[src/design/gadf_pkg.sv]
// gadf_pkg: shared types, constants and decode functions of the axis deadzone filter
// depends on nothing; used by every module of the block

package gadf_pkg;

    // widths of the fields
    localparam int AXIS_W  = 3;
    localparam int VAL_W   = 16;
    localparam int DZ_W    = 15;
    localparam int WIN_W   = 8;
    localparam int PAD_W   = 4;
    localparam int KEY_W   = 2;

    // axes that have a deadzone register, and the default axis count
    localparam int REG_COUNT      = 6;
    localparam int AXIS_COUNT_DEF = 6;

    // entries of the job queue between front and back
    localparam int JOB_DEPTH = 4;

    // register indexes of the configuration port
    localparam logic [AXIS_W-1:0] REG_DZ_LX = 3'd0;
    localparam logic [AXIS_W-1:0] REG_DZ_LY = 3'd1;
    localparam logic [AXIS_W-1:0] REG_DZ_LZ = 3'd2;
    localparam logic [AXIS_W-1:0] REG_DZ_RX = 3'd3;
    localparam logic [AXIS_W-1:0] REG_DZ_RY = 3'd4;
    localparam logic [AXIS_W-1:0] REG_DZ_RZ = 3'd5;

    // deadzone values after reset
    localparam logic [DZ_W-1:0] DZ_LEFT_STICK_RST  = 15'd7849;
    localparam logic [DZ_W-1:0] DZ_RIGHT_STICK_RST = 15'd8689;
    localparam logic [DZ_W-1:0] DZ_TRIGGER_RST     = 15'd30;

    // event kinds
    localparam logic EVT_AXIS = 1'b0;
    localparam logic EVT_KEY  = 1'b1;

    // key codes
    localparam logic [KEY_W-1:0] KEY_LEFT  = 2'd0;
    localparam logic [KEY_W-1:0] KEY_RIGHT = 2'd1;
    localparam logic [KEY_W-1:0] KEY_UP    = 2'd2;
    localparam logic [KEY_W-1:0] KEY_DOWN  = 2'd3;

    // axis classes
    localparam logic [1:0] AK_X = 2'd0;
    localparam logic [1:0] AK_Y = 2'd1;
    localparam logic [1:0] AK_Z = 2'd2;

    typedef logic [DZ_W-1:0] t_deadzone;

    typedef struct packed {
        logic [AXIS_W-1:0]       axis_index;
        logic signed [VAL_W-1:0] raw_value;
        logic [WIN_W-1:0]        window_id;
        logic [PAD_W-1:0]        pad_id;
    } t_item;

    typedef struct packed {
        logic                    event_kind;
        logic [AXIS_W-1:0]       event_axis;
        logic signed [VAL_W-1:0] filtered_value;
        logic [KEY_W-1:0]        key_code;
        logic                    key_down;
        logic [WIN_W-1:0]        out_window;
        logic [PAD_W-1:0]        out_pad;
        logic                    last_of_run;
    } t_event;

    // one changed sample, handed from front to back
    typedef struct packed {
        logic [AXIS_W-1:0]       axis;
        logic [1:0]              kind;
        logic signed [VAL_W-1:0] value;
        logic [WIN_W-1:0]        window;
        logic [PAD_W-1:0]        pad;
    } t_job;

    // reset value of deadzone register idx
    function automatic t_deadzone dz_reset(input logic [AXIS_W-1:0] idx);
        t_deadzone v;
        unique case (idx) inside
            REG_DZ_LX, REG_DZ_LY: v = DZ_LEFT_STICK_RST;
            REG_DZ_RX, REG_DZ_RY: v = DZ_RIGHT_STICK_RST;
            default:              v = DZ_TRIGGER_RST;
        endcase
        return v;
    endfunction

    // class of an axis; axes past the register list behave as triggers
    function automatic logic [1:0] axis_kind(input logic [AXIS_W-1:0] axis);
        logic [1:0] k;
        unique case (axis) inside
            REG_DZ_LX, REG_DZ_RX: k = AK_X;
            REG_DZ_LY, REG_DZ_RY: k = AK_Y;
            default:              k = AK_Z;
        endcase
        return k;
    endfunction

endpackage

[src/design/gadf_front.sv]
// gadf_front: deadzone filter, per-axis last-value store and change detection
// depends on gadf_pkg; feeds gadf_queue with one job per changed sample

module gadf_front #(
    parameter int AXIS_COUNT = gadf_pkg::AXIS_COUNT_DEF
) (
    input  logic                                     i_clk,
    input  logic                                     i_rst_n,
    input  logic                                     i_accept,
    input  gadf_pkg::t_item                          i_item,
    input  gadf_pkg::t_deadzone [gadf_pkg::REG_COUNT-1:0] i_deadzone,
    output logic                                     o_job_push,
    output gadf_pkg::t_job                           o_job
);
    import gadf_pkg::*;

    logic signed [VAL_W-1:0] r_last [AXIS_COUNT];

    t_deadzone               dz;
    logic signed [VAL_W:0]   raw_ext;
    logic signed [VAL_W:0]   dz_ext;
    logic                    beyond;
    logic signed [VAL_W-1:0] value;
    logic signed [VAL_W-1:0] last;
    logic                    in_range;
    logic                    changed;

    // deadzone of the sampled axis, zero past the register list
    always_comb begin
        dz = '0;
        for (int i = 0; i < REG_COUNT; i++) begin
            if (i_item.axis_index == AXIS_W'(i)) begin
                dz = i_deadzone[i];
            end
        end
    end

    // keep the sample only when strictly outside +/- deadzone
    assign raw_ext = {i_item.raw_value[VAL_W-1], i_item.raw_value};
    assign dz_ext  = $signed({2'b00, dz});
    assign beyond  = (raw_ext > dz_ext) || (raw_ext < -dz_ext);
    assign value   = beyond ? i_item.raw_value : '0;

    // stored value of the sampled axis
    always_comb begin
        last = '0;
        for (int i = 0; i < AXIS_COUNT; i++) begin
            if (i_item.axis_index == AXIS_W'(i)) begin
                last = r_last[i];
            end
        end
    end

    assign in_range   = {1'b0, i_item.axis_index} < (AXIS_W + 1)'(AXIS_COUNT);
    assign changed    = in_range && (value != last);
    assign o_job_push = i_accept && changed;

    assign o_job.axis   = i_item.axis_index;
    assign o_job.kind   = axis_kind(i_item.axis_index);
    assign o_job.value  = value;
    assign o_job.window = i_item.window_id;
    assign o_job.pad    = i_item.pad_id;

    // last-value store, updated on every changed transfer
    always_ff @(posedge i_clk) begin
        if (!i_rst_n) begin
            for (int i = 0; i < AXIS_COUNT; i++) begin
                r_last[i] <= '0;
            end
        end else if (o_job_push) begin
            for (int i = 0; i < AXIS_COUNT; i++) begin
                if (i_item.axis_index == AXIS_W'(i)) begin
                    r_last[i] <= value;
                end
            end
        end
    end

    // a job never carries a value equal to what was stored for its axis
    a_job_changes: assert property (@(posedge i_clk) disable iff (!i_rst_n)
        o_job_push |-> (o_job.value != last))
        else $error("front pushed an unchanged value");

    // store follows the pushed value
    a_store_update: assert property (@(posedge i_clk) disable iff (!i_rst_n)
        o_job_push |=> (last == $past(o_job.value)) || (i_item.axis_index != $past(o_job.axis)))
        else $error("last-value store not updated");

    // out-of-range axes never produce a job
    a_range: assert property (@(posedge i_clk) disable iff (!i_rst_n)
        o_job_push |-> ({1'b0, o_job.axis} < (AXIS_W + 1)'(AXIS_COUNT)))
        else $error("job for an axis past the axis count");

endmodule

[src/design/gadf_queue.sv]
// gadf_queue: short job queue between front and back
// depends on gadf_pkg for the job type and depth

module gadf_queue (
    input  logic            i_clk,
    input  logic            i_rst_n,
    input  logic            i_push,
    input  gadf_pkg::t_job  i_job,
    output logic            o_full,
    input  logic            i_pop,
    output logic            o_empty,
    output gadf_pkg::t_job  o_job
);
    import gadf_pkg::*;

    localparam int PW = $clog2(JOB_DEPTH);

    t_job          r_mem [JOB_DEPTH];
    logic [PW-1:0] r_wr;
    logic [PW-1:0] r_rd;
    logic [PW:0]   r_count;

    logic do_push;
    logic do_pop;

    assign o_full  = (r_count == (PW + 1)'(JOB_DEPTH));
    assign o_empty = (r_count == '0);
    assign o_job   = r_mem[r_rd];
    assign do_push = i_push && !o_full;
    assign do_pop  = i_pop && !o_empty;

    // pointers and fill count
    always_ff @(posedge i_clk) begin
        if (!i_rst_n) begin
            r_wr    <= '0;
            r_rd    <= '0;
            r_count <= '0;
        end else begin
            if (do_push) begin
                r_wr <= r_wr + 1'b1;
            end
            if (do_pop) begin
                r_rd <= r_rd + 1'b1;
            end
            r_count <= r_count + (PW + 1)'(do_push) - (PW + 1)'(do_pop);
        end
    end

    // entry storage
    always_ff @(posedge i_clk) begin
        if (do_push) begin
            r_mem[r_wr] <= i_job;
        end
    end

    // front only pushes while there is room
    a_no_overflow: assert property (@(posedge i_clk) disable iff (!i_rst_n)
        i_push |-> !o_full)
        else $error("job pushed into a full queue");

    // fill count agrees with the pointers
    a_ptr_count: assert property (@(posedge i_clk) disable iff (!i_rst_n)
        (r_wr - r_rd) == r_count[PW-1:0])
        else $error("queue pointers and fill count disagree");

endmodule

[src/design/gadf_back.sv]
// gadf_back: expands each job into its axis and key events, one per cycle unless pop stalls
// depends on gadf_pkg; reads jobs from gadf_queue, drives the result register

module gadf_back (
    input  logic            i_clk,
    input  logic            i_rst_n,
    input  logic            i_job_valid,
    input  gadf_pkg::t_job  i_job,
    output logic            o_job_pop,
    input  logic            i_pop,
    output logic            o_empty,
    output gadf_pkg::t_event o_event
);
    import gadf_pkg::*;

    localparam logic [1:0] STEP_AXIS = 2'd0;
    localparam logic [1:0] STEP_KEY1 = 2'd1;
    localparam logic [1:0] STEP_KEY2 = 2'd2;

    logic [1:0] r_step;
    logic [1:0] n_step;
    logic       r_valid;
    t_event     r_event;

    t_event         evt;
    logic           advance;
    logic [KEY_W-1:0] first_key;
    logic [KEY_W-1:0] second_key;
    logic           is_zero;

    assign first_key  = (i_job.kind == AK_X) ? KEY_LEFT : KEY_UP;
    assign second_key = (i_job.kind == AK_X) ? KEY_RIGHT : KEY_DOWN;
    assign is_zero    = (i_job.value == '0);

    // event for the current step of the head job
    always_comb begin
        evt                = '0;
        evt.event_axis     = i_job.axis;
        evt.out_window     = i_job.window;
        evt.out_pad        = i_job.pad;
        unique case (r_step)
            STEP_AXIS: begin
                evt.event_kind     = EVT_AXIS;
                evt.filtered_value = i_job.value;
                evt.last_of_run    = (i_job.kind == AK_Z);
            end
            STEP_KEY1: begin
                evt.event_kind  = EVT_KEY;
                evt.key_code    = (is_zero || i_job.value < 0) ? first_key : second_key;
                evt.key_down    = !is_zero;
                evt.last_of_run = !is_zero;
            end
            STEP_KEY2: begin
                evt.event_kind  = EVT_KEY;
                evt.key_code    = second_key;
                evt.key_down    = 1'b0;
                evt.last_of_run = 1'b1;
            end
            default: begin
                evt.last_of_run = 1'b1;
            end
        endcase
    end

    // one event per cycle while the result register is free or draining
    assign advance   = i_job_valid && (!r_valid || i_pop);
    assign o_job_pop = advance && evt.last_of_run;
    assign n_step    = evt.last_of_run ? STEP_AXIS : r_step + 2'd1;

    // step counter
    always_ff @(posedge i_clk) begin
        if (!i_rst_n) begin
            r_step <= STEP_AXIS;
        end else if (advance) begin
            r_step <= n_step;
        end
    end

    // result register
    always_ff @(posedge i_clk) begin
        if (!i_rst_n) begin
            r_valid <= 1'b0;
        end else if (advance) begin
            r_valid <= 1'b1;
        end else if (i_pop) begin
            r_valid <= 1'b0;
        end
    end

    always_ff @(posedge i_clk) begin
        if (advance) begin
            r_event <= evt;
        end
    end

    assign o_empty = !r_valid;
    assign o_event = r_event;

    // a job is only released on its final event
    a_pop_on_last: assert property (@(posedge i_clk) disable iff (!i_rst_n)
        o_job_pop |-> (advance && evt.last_of_run))
        else $error("job released before its last event");

    // third step only happens for a zero value on a stick axis
    a_key2_zero: assert property (@(posedge i_clk) disable iff (!i_rst_n)
        (i_job_valid && r_step == STEP_KEY2) |-> (is_zero && i_job.kind != AK_Z))
        else $error("release pair step on a non-zero or trigger job");

    // key steps never run for trigger axes
    a_trigger_axis_only: assert property (@(posedge i_clk) disable iff (!i_rst_n)
        (i_job_valid && i_job.kind == AK_Z) |-> (r_step == STEP_AXIS))
        else $error("key step on a trigger axis");

    // a stalled event with a pending head is not overwritten
    a_hold: assert property (@(posedge i_clk) disable iff (!i_rst_n)
        (r_valid && !i_pop) |=> $stable(r_step))
        else $error("step advanced while result stalled");

endmodule

[src/design/gamepad_axis_deadzone_filter_unit.sv]
// gamepad_axis_deadzone_filter_unit: top level, deadzone registers and wiring
// depends on gadf_pkg, gadf_front, gadf_queue, gadf_back
//
//  channel   handshake                  payload
//  -------   -------------------------  -------------------------------
//  sample    push / full                i_item  (gadf_pkg::t_item)
//  event     pop / empty                o_event (gadf_pkg::t_event)
//  config    i_cfg_valid / o_cfg_ready  i_cfg_index, i_cfg_data
//
//  a sample is filtered and compared in the cycle of its transfer; one sample per cycle
//  is taken while the four-entry job queue has room
//  the back emits one event per cycle unless pop stalls, so a changed stick sample gives
//  2 or 3 events, a trigger 1, an unchanged 0; the emitter sets the sustained rate
//  reset clears the value store, queue and result register and restores the deadzones
//  a stall on pop fills the queue and then raises full; config is always ready

module gamepad_axis_deadzone_filter_unit #(
    parameter int AXIS_COUNT = gadf_pkg::AXIS_COUNT_DEF
) (
    input  logic                         i_clk,
    input  logic                         i_rst_n,
    input  logic                         push,
    output logic                         full,
    input  gadf_pkg::t_item              i_item,
    input  logic                         pop,
    output logic                         empty,
    output gadf_pkg::t_event             o_event,
    input  logic                         i_cfg_valid,
    output logic                         o_cfg_ready,
    input  logic [gadf_pkg::AXIS_W-1:0]  i_cfg_index,
    input  logic [gadf_pkg::DZ_W-1:0]    i_cfg_data
);
    import gadf_pkg::*;

    t_deadzone [REG_COUNT-1:0] r_deadzone;

    logic accept;
    logic job_push;
    t_job front_job;
    logic q_full;
    logic q_empty;
    t_job head_job;
    logic job_pop;

    // deadzone registers
    assign o_cfg_ready = 1'b1;

    always_ff @(posedge i_clk) begin
        if (!i_rst_n) begin
            for (int i = 0; i < REG_COUNT; i++) begin
                r_deadzone[i] <= dz_reset(AXIS_W'(i));
            end
        end else if (i_cfg_valid) begin
            unique case (i_cfg_index)
                REG_DZ_LX: r_deadzone[0] <= i_cfg_data;
                REG_DZ_LY: r_deadzone[1] <= i_cfg_data;
                REG_DZ_LZ: r_deadzone[2] <= i_cfg_data;
                REG_DZ_RX: r_deadzone[3] <= i_cfg_data;
                REG_DZ_RY: r_deadzone[4] <= i_cfg_data;
                REG_DZ_RZ: r_deadzone[5] <= i_cfg_data;
                default: begin
                end
            endcase
        end
    end

    // sample transfer
    assign full   = q_full;
    assign accept = push && !q_full;

    gadf_front #(
        .AXIS_COUNT (AXIS_COUNT)
    ) u_front (
        .i_clk      (i_clk),
        .i_rst_n    (i_rst_n),
        .i_accept   (accept),
        .i_item     (i_item),
        .i_deadzone (r_deadzone),
        .o_job_push (job_push),
        .o_job      (front_job)
    );

    gadf_queue u_queue (
        .i_clk   (i_clk),
        .i_rst_n (i_rst_n),
        .i_push  (job_push),
        .i_job   (front_job),
        .o_full  (q_full),
        .i_pop   (job_pop),
        .o_empty (q_empty),
        .o_job   (head_job)
    );

    gadf_back u_back (
        .i_clk       (i_clk),
        .i_rst_n     (i_rst_n),
        .i_job_valid (!q_empty),
        .i_job       (head_job),
        .o_job_pop   (job_pop),
        .i_pop       (pop),
        .o_empty     (empty),
        .o_event     (o_event)
    );

endmodule
[config.mk]
export PLATFORM = sky130hd
export DESIGN_NAME = gamepad_axis_deadzone_filter_unit
export DESIGN_NICKNAME = d
export VERILOG_FILES = /design/src/design/gadf_pkg.sv /design/src/design/gadf_front.sv /design/src/design/gadf_queue.sv /design/src/design/gadf_back.sv /design/src/design/gamepad_axis_deadzone_filter_unit.sv
export SDC_FILE = /design/constraint.sdc
export NUM_CORES = 1
export LEC_CHECK = 0
export ABC_AREA = 1
export BUFFER_PORTS_ARGS = -buffer_cell sky130_fd_sc_hd__buf_4
export CORE_MARGIN = 2
export CORE_UTILIZATION = 45
export CTS_BUF_LIST = sky130_fd_sc_hd__clkbuf_8
export DETAILED_ROUTE_END_ITERATION = 7
export PLACE_DENSITY_LB_ADDON = 0.1
export RECOVER_POWER = 100
export SLEW_MARGIN = 20
export SYNTH_ARGS = -nofsm -noshare
export SYNTH_HDL_FRONTEND = slang
export SYNTH_SLANG_ARGS = --single-unit
[constraint.sdc]
create_clock -name i_clk -period 8.9 [get_ports i_clk]
set_clock_uncertainty 0.1 [all_clocks]
set_input_delay 1.335 -clock i_clk [delete_from_list [all_inputs] [get_ports i_clk]]
set_output_delay 1.335 -clock i_clk [all_outputs]
set_load 0.01 [all_outputs]
==> out/metrics.yaml, run 1 <==
finish:
  design_area_sq_um: 18300
  final_cells: 2278
  area_delta_synth_final_pct: 11.4
  nFillCells: 3458
  layout-drive-gt1-share_pct: 11.3
  nNetsFinal: 1856
drt:
  drt_iter0_drc: 890
  wl_met1_mm: 18.7
  routed.top_layer: "met4"
  drc: 0
  drt-total-wl_mm: 41.5
  wl_met3_mm: 2.42
  via_per_inst: 5.24
  wl_met2_mm: 19.4
  wire_per_inst_um: 18.2
  ant_nets: 0
  vias: 11934
  dr.pass1.iters: 5
cts:
  clockBufferDepth: 3
  clk-insertion-delay-late_ps: 670
  cts_resized: 0
  cts_sinks: 366
  cts_root_buf: "clkbuf_8"
  cts_buffers: 60
  clk_pin_slew_worst_paths_ps: 60
  ctsHoldBuffers: 0
  cts_tree: "done"
  cts_htree_levels: 2
  cts_setup_buffers: 0
synthesis:
  synth_top_family_by_area: "simple AND/OR/NAND/NOR gates"
  async_reset_ff_share_pct: 0
  netlist_top_cells_count: "339 x nand2_1, 270 x nor2_1, 264 x edfxtp_1"
  synth.ff_latch_count: 366
  synth-xor-area-share_pct: 0.852
  yosys.area_share.simple_pct: 20.5
  yosysUniqueCellTypes: 49
  synth_compound_area_share_pct: 9.24
  yosysMostFrequentCell: "nand2_1"
  synth_area_sq_um: 16400
  syn_nets: 1755
  syn_inst: 1659
  synth_area_leaders: "edfxtp_1 48%, dfxtp_1 12%, nand2_1 7.7%"
  synth-main-ff-cell: "edfxtp_1"
  synthMuxAreaShare_pct: 0
  synth_top_cell_area_share_pct: 48.2
  syn_area_per_cell_sq_um: 9.91
  seq_area_frac_synth_pct: 60.6
  synth-edff-count: 264
  yosys_warnings: 0
  synth_area_leader_cell: "edfxtp_1"
  synthAdderAreaFrac_pct: 3.24
global_routing:
  grt_pass1_vias: 11371
  grt_pass1_wl_mm: 64.5
  grt_max_degree: 88
  grt-ovfl-total: 0
  antenna_found_initial: 2
  grt_util_all_layers_pct: 22.0
sta:
  tns_ps: 0
  finalSetupViolCount: 0
  relSlewSlack_pct: -141
  holdWs_ps: 352
  layout_setup_ws_ps: 975
  final_max_slew_viol_count: 197
  tightest_slew_ps: 3620
  timing.fmax_mhz: 126
  period_share_pct: 89.0
  hold_violations: 0
  post-route-min-period_ps: 7920
  rsz0062_at_grt: "no"
critical_path:
  crit_path_start_kind: "input port"
  critPathCaptureType: "flip-flop"
  cpMostUsedCell: "nand2_1"
  crit_fanout: 33
  cpPeakStageDelay_ps: 780
  crit_type: "input port to flip-flop"
  timing.critical_path.slowest_stage_cell: "clkbuf_2"
  worstPathRequired_ps: 9040
  cp_data_arrival_time_ps: 8070
  path_delay_family: "simple AND/OR/NAND/NOR gates"
  path_buf_inv: 5
run:
  cap_violations: 3
placed_design:
  routabilityCongestion: 0.877
  place.port_buffers: 91
  post-place-cells: 2166
  place_worst_setup_slack_ps: 845
  dp_hpwl_mm: 26.7
  place_area_sq_um: 17500
floorplan:
  pin_count: 93
  start_util_pct: 45.4
  die-height_um: 195
  core-area_sq_um: 36300
  die_area_sq_um: 38100
  num_rows: 70
  die_width_um: 195
status:
  violations: "capacitance limit, slew limit"
  status: "complete, but fails checks"
hold_path:
  hp-class: "flip-flop to flip-flop"
power:
  leakage_nw: 7.58
  peakVddDrop_uv: 101
  p_per_area_nw_per_um2: 242
==> per-layer routing <==
layer / vias to the layer above / track usage (%)
met5: - / 0
met4: 0 / 7.58
met3: 73 / 3.70
met2: 320 / 36.0
met1: 5721 / 29.7
li1: 5820 / -
==> per-stage QoR <==
stage | total power [mW] | util (%)
2_1_floorplan | 2.76 | -
3_3_place_gp | 3.11 | 48.3
3_5_place_dp | 3.13 | 48.3
4_1_cts | 4.57 | 51.6
5_1_grt | 4.69 | 50.6
6_report | 4.44 | 50.6
==> final timing paths <==
path | depth (start not counted) | start | endpoint | slack [ps]
worst max-delay path | 35 | i_item[30] | u_queue.r_mem[3][23] | 980
worst min-delay path | 2 | r_deadzone[56] | r_deadzone[56] | 350
worst max register to register | 34 | r_deadzone[0] | u_queue.r_mem[3][23] | 2590
worst min register to register | 2 | r_deadzone[56] | r_deadzone[56] | 350
==> layout make-up <==
| cell class | instances | area (sq um) | area share [%] |
|---|---|---|---|
| Multi-Input combinational cell | 1088 | 5480 | 29.9 |
| Clock buffer | 70 | 963 | 5.26 |
| Timing Repair Buffer | 116 | 634 | 3.46 |
| Inverter | 128 | 480 | 2.62 |
| Clock inverter | 41 | 215 | 1.17 |
| Tap cell | 468 | 586 | 3.19 |
| Sequential cell | 366 | 9970 | 54.4 |
| Antenna cell | 1 | 2.50 | 0.0137 |
==> worst min-delay path, cell delays in order, from the launching register on <==
cell and delay, ps:
dfxtp_1 300, inv_1 50, a21oi_1 50
==> sequential cells by signal, summed over array words and instances, names as in the netlist, named ones only <==
register / cells
u_back.r_step: 2
u_back.r_valid: 1
u_front.r_last: 96
r_deadzone: 90
u_queue.r_mem: 132
u_queue.r_rd: 2
u_queue.r_count: 3
u_queue.r_wr: 2
u_back.o_event: 36
==> kinds of logic after synthesis <==
family          after synthesis
flops                       366
compound gates              259
simple gates                770
other cells                   1
buf+inv                     205
fa+ha+maj                    42
xor+xnor                     16
==> report_power, final <==
| part | total [mW] | internal, mW | switching (mW) | leakage, nW |
|---|---|---|---|---|
| clock | 1.43 | 0.748 | 0.684 | 0.680 |
| combinational | 0.878 | 0.262 | 0.617 | 3.51 |
| sequential | 2.13 | 2.08 | 0.0516 | 3.39 |
| total | 4.44 | 3.09 | 1.35 | 7.58 |
==> placed cells by master (no fill, tap or decap), types with 16 or more instances in the layout <==
| cell | count |
|---|---|
| o21ai_0 | 104 |
| nor2_1 | 269 |
| buf_4 | 50 |
| clkbuf_8 | 70 |
| dfxtp_1 | 102 |
| nand3_1 | 83 |
| edfxtp_1 | 264 |
| o22ai_1 | 22 |
| ha_1 | 41 |
| a21oi_1 | 85 |
| clkbuf_1 | 61 |
| nand2_1 | 347 |
| inv_1 | 138 |
| nor2_2 | 16 |
Power figures use the tool's default switching activity.
==> inputs of run 2 (changes only) <==
--- a/config.mk
+++ b/config.mk
@@ -7,6 +7,7 @@
 export LEC_CHECK = 0
 export ABC_AREA = 1
 export BUFFER_PORTS_ARGS = -buffer_cell sky130_fd_sc_hd__buf_4
+export CORE_ASPECT_RATIO = 0.6
 export CORE_MARGIN = 2
 export CORE_UTILIZATION = 45
 export CTS_BUF_LIST = sky130_fd_sc_hd__clkbuf_8
==> out/metrics.yaml, run 2 (synthesis results as in run 1) <==
hold_path:
  hold_end: "r_deadzone[46]"
  min_delay_path_depth: 2
  min_from: "r_deadzone[46]"
  hp-class: "flip-flop to flip-flop"
drt:
  drt-total-wl_mm: 42.4
  dr.pass1.iters: 5
  vias: 11942
  via_per_inst: 5.25
  drc: 0
  wire_per_inst_um: 18.6
  drt_iter0_drc: 961
  ant_nets: 0
power:
  p_per_area_nw_per_um2: 238
  leakage_nw: 7.51
  peakVddDrop_uv: 107
  fin_total_pwr_mw: 4.33
status:
  violations: "capacitance limit, slew limit"
  status: "complete, but fails checks"
floorplan:
  core-area_sq_um: 36100
  die-height_um: 152
  die_width_um: 251
  die_area_sq_um: 38100
  pin_count: 93
  start_util_pct: 45.5
  num_rows: 54
sta:
  timing.fmax_mhz: 125
  finalSetupViolCount: 0
  rsz0062_at_grt: "no"
  final_max_slew_viol_count: 180
  post-route-min-period_ps: 8010
  tightest_slew_ps: 4070
  relSlewSlack_pct: -171
  tns_ps: 0
  period_share_pct: 90.0
  hold_violations: 0
  holdWs_ps: 349
critical_path:
  crit_fanout: 32
  crit_type: "input port to flip-flop"
  worstPathRequired_ps: 9000
  critPathCaptureType: "flip-flop"
  timing.critical_path.slowest_stage_cell: "clkbuf_1"
  cpPeakStageDelay_ps: 920
  rr_endpoint: "u_front.r_last[0][4]"
  cp_data_arrival_time_ps: 8110
  ff2ff_path_depth: 34
  crit_path_start_kind: "input port"
  cpMostUsedCell: "nand2_1"
  worstReg2RegStart: "r_deadzone[1]"
  r2r_setup_slack_ps: 2150
finish:
  mostFrequentLayoutCell: "nand2_1"
  final_cell_mix: "353 x nand2_1, 269 x nor2_1, 264 x edfxtp_1"
  largest_reg_flops: 132
  area_delta_synth_final_pct: 10.3
  nFillCells: 3345
  multiInputGateArea_sq_um: 5430
  max_flop_register: "u_queue.r_mem"
  nNetsFinal: 1851
  layout-drive-gt1-share_pct: 10.5
  regArea_sq_um: 9970
  n_antenna_cell: 0
  reg.largest.list: "u_queue.r_mem (132), u_front.r_last (96), r_deadzone (90)"
global_routing:
  antenna_found_initial: 0
  grt_max_degree: 102
  grt-ovfl-total: 0
  grt_busiest_layer: "met1"
  use_met2_pct: 30.5
  grt_use_met1_pct: 36.1
  grt_pass1_wl_mm: 66.6
  grt_util_all_layers_pct: 22.5
  grt_pass1_vias: 11305
  met3_usage_pct: 5.21
placed_design:
  routabilityCongestion: 0.864
  dp_hpwl_mm: 28.4
  place.port_buffers: 91
cts:
  cts_htree_levels: 2
  cts_buffers: 54
  clk_pin_slew_worst_paths_ps: 60
  cts_setup_buffers: 0
  ctsHoldBuffers: 0
  cts_sinks: 366
  clockBufferDepth: 3
  cts_resized: 0
  cts_root_buf: "clkbuf_8"
  clk-insertion-delay-late_ps: 600
  cts_tree: "done"
run:
  cap_violations: 3
[run 2: cell type report]
class	instances	area share [%]
timing repair buffer	117	3.49
sequential	366	55.0
tap	476	3.28
inverter	128	2.65
multi-input combinational	1088	29.9
clock inverter	41	1.12
clock buffer	60	4.55
[run 2: how the worst max path moves through the flow]
stage                     from               endpoint  cells after the start  slack, ps
CTS                 i_item[29]     u_queue.r_count[2]                     37       1280
detailed placement  i_item[29]     u_queue.r_count[2]                     37        620
global placement    i_item[29]     u_queue.r_count[2]                     37        750
floorplan           i_item[29]    u_queue.r_mem[0][0]                     40       1760
finish              i_item[30]   u_front.r_last[0][4]                     36        890
global route        i_item[30]  u_front.r_last[0][61]                     36        310
[run 2: power by group]
| part | switching [mW] | internal (mW) |
|---|---|---|
| Clock | 0.653 | 0.651 |
| Sequential | 0.0575 | 2.08 |
| Combinational | 0.629 | 0.257 |
| Total | 1.34 | 2.99 |
[run 2: worst max-delay path: cells and delay by family]
| family | cells | cell delay [ps] |
|---|---|---|
| buffers and inverters | 5 | 1700 |
| AOI/OAI and AO/OA | 2 | 710 |
| xor gates and xnor gates | 1 | 160 |
| and+or+nand+nor | 26 | 3700 |
| adders and majority gates | 2 | 450 |
[run 2: per-layer routing]
metal / wire, um / part of all wire, %
met5: 0 / 0
met4: 612 / 1.4
met3: 3630 / 8.6
met2: 16800 / 40
met1: 21400 / 50
[run 2: metrics by stage]
step	std cells	setup slack [ps]	utilization (%)	area, sq um
after floorplan	1659	1760	-	16400
after global placement	2175	747	48.5	17500
after detailed placement	2175	622	48.5	17500
after CTS	2276	1280	51.4	18600
after global routing	2276	308	50.2	18100
final	2276	891	50.2	18100
==> inputs of run 3 (changes only) <==
--- a/config.mk
+++ b/config.mk
@@ -9,10 +9,9 @@
 export BUFFER_PORTS_ARGS = -buffer_cell sky130_fd_sc_hd__buf_4
 export CORE_ASPECT_RATIO = 0.6
 export CORE_MARGIN = 2
-export CORE_UTILIZATION = 45
+export CORE_UTILIZATION = 27
 export CTS_BUF_LIST = sky130_fd_sc_hd__clkbuf_8
 export DETAILED_ROUTE_END_ITERATION = 7
-export PLACE_DENSITY_LB_ADDON = 0.1
 export RECOVER_POWER = 100
 export SLEW_MARGIN = 20
 export SYNTH_ARGS = -nofsm -noshare
==> constraint.sdc (replaced) <==
create_clock -name i_clk -period 8.8 [get_ports i_clk]
set_clock_uncertainty 0.1 [all_clocks]
set_input_delay 1.32 -clock i_clk [delete_from_list [all_inputs] [get_ports i_clk]]
set_output_delay 1.32 -clock i_clk [all_outputs]
set_load 0.01 [all_outputs]
==> out/metrics.yaml, run 3 (synthesis results as in run 1) <==
global_routing:
  antenna_found_initial: 0
  grt_util_all_layers_pct: 13.9
  grt_pass1_wl_mm: 67.9
  grt_max_degree: 110
  grt-ovfl-total: 0
  grt_pass1_vias: 11669
critical_path:
  r2r_setup_slack_ps: 2510
  timing.critical_path.slowest_stage_cell: "clkbuf_2"
  cpMostUsedCell: "nand2_1"
  cp_data_arrival_time_ps: 7810
  cpPeakStageDelay_ps: 810
  crit_fanout: 33
  worstReg2RegStart: "r_deadzone[7]"
  crit_path_start_kind: "input port"
  path_delay_family: "simple AND/OR/NAND/NOR gates"
  rr_endpoint: "u_queue.r_mem[0][22]"
  ff2ff_path_depth: 30
  crit_type: "input port to flip-flop"
  worstPathRequired_ps: 8940
  critPathCaptureType: "flip-flop"
  path_buf_inv: 6
placed_design:
  dp_hpwl_mm: 29.6
  place.port_buffers: 91
  routabilityCongestion: 0.862
sta:
  final_max_slew_viol_count: 169
  hold_violations: 0
  rsz0062_at_grt: "no"
  tightest_slew_ps: 2910
  tns_ps: 0
  period_share_pct: 87.1
  timing.fmax_mhz: 130
  relSlewSlack_pct: -93.7
  post-route-min-period_ps: 7660
  finalSetupViolCount: 0
cts:
  cts_root_buf: "clkbuf_8"
  cts_buffers: 57
  clk-insertion-delay-late_ps: 650
  cts_htree_levels: 2
  cts_resized: 0
  clk_pin_slew_worst_paths_ps: 60
  clockBufferDepth: 3
  ctsHoldBuffers: 0
  cts_setup_buffers: 0
  cts_tree: "done"
  cts_sinks: 366
status:
  status: "complete, but fails checks"
  violations: "capacitance limit, slew limit"
power:
  switching_share_pct: 30.9
  peakVddDrop_uv: 98.2
  leakage_nw: 7.53
  p_per_area_nw_per_um2: 239
  power_frac_comb_pct: 20.6
  fin_total_pwr_mw: 4.47
  clkPwrFrac_pct: 31.1
  p_switching_mw: 1.38
  p_seq_share_pct: 48.3
  p_int_mw: 3.08
drt:
  drt-total-wl_mm: 43.5
  ant_nets: 0
  wire_per_inst_um: 16.5
  drc: 0
  dr.pass1.iters: 5
  drt_iter0_drc: 962
  vias: 12022
  via_per_inst: 4.57
finish:
  max_flop_register: "u_queue.r_mem"
  nNetsFinal: 1854
  layout-drive-gt1-share_pct: 10.5
  area_delta_synth_final_pct: 13.5
  final_cell_mix: "353 x nand2_1, 267 x nor2_1, 264 x edfxtp_1"
  reg.largest.list: "u_queue.r_mem (132), u_front.r_last (96), r_deadzone (90)"
  nFillCells: 6322
  largest_reg_flops: 132
  regArea_sq_um: 9970
  n_antenna_cell: 0
  multiInputGateArea_sq_um: 5450
  mostFrequentLayoutCell: "nand2_1"
hold_path:
  hold_end: "r_deadzone[56]"
  hp-class: "flip-flop to flip-flop"
  min_delay_path_depth: 2
  min_from: "r_deadzone[56]"
floorplan:
  num_rows: 70
  die-height_um: 195
  start_util_pct: 27.1
  die_width_um: 323
  pin_count: 93
  die_area_sq_um: 63000
  core-area_sq_um: 60600
run:
  cap_violations: 3
-- run 3: cell count changes in the layout (fill, tap and decap cells not counted), moves of 2 or more --
cell / change
clkbuf_1: +2
buf_4: -3
clkbuf_8: +3
nor2_2: +2
clkinv_1: +3
inv_6: -3
inv_2: -2
nor2_1: -2
-- run 3: through the flow --
stage               instance area (sq um)  hold WS (ps)  worst slack [ps]  util [%]  std cells
floorplan                           16400           325              1680         -       1659
global placement                    18000           338              1020      29.6       2526
detailed placement                  18000           344               916      29.6       2526
CTS                                 19100           359              1570      31.4       2632
global route                        18700           369               386      30.8       2633
finish                              18700           356              1140      30.8       2633
-- run 3: tightest hold or removal path: cells and delay by family, from the launching register on --
family | cells | cell delay [ps]
compound gates | 1 | 50
flops | 1 | 300
buf+inv | 1 | 60
-- run 3: layout make-up --
type	count	share of cell area (%)
Sequential cell	366	53.4
Multi-Input combinational cell	1088	29.2
Tap cell	828	5.55
Clock buffer	63	4.65
Timing Repair Buffer	117	3.42
Inverter	128	2.57
Clock inverter	43	1.22
-- run 3: worst max-delay path by stage --
stage	startpoint	endpoint	slack, ps	cells past startpoint
after floorplan	i_item[29]	u_queue.r_mem[0][0]	1680	40
after global placement	i_item[28]	u_queue.r_count[2]	1020	37
after detailed placement	i_item[28]	u_queue.r_count[2]	920	39
after CTS	i_item[28]	u_queue.r_count[2]	1570	39
after global routing	i_item[30]	u_queue.r_mem[3][25]	390	35
final	i_item[30]	u_queue.r_mem[0][22]	1140	34
-- run 3: metal layers --
layer / part of all wire, % / wire (um) / global-route usage [%]
met4: 1.8 / 770 / 3.65
met3: 6.1 / 2650 / 2.97
met5: 0 / 0 / 0
met2: 44 / 19000 / 21.2
met1: 49 / 21100 / 19.8
-- run 3: power by group through the flow --
stage	registers, mW	logic (mW)	clock network, mW
after CTS	2.16	1.02	1.43
after global routing	2.18	1.04	1.49
after detailed placement	2.19	1.01	0
final	2.16	0.920	1.39
after global placement	2.19	0.990	0
after floorplan	2.23	0.557	0
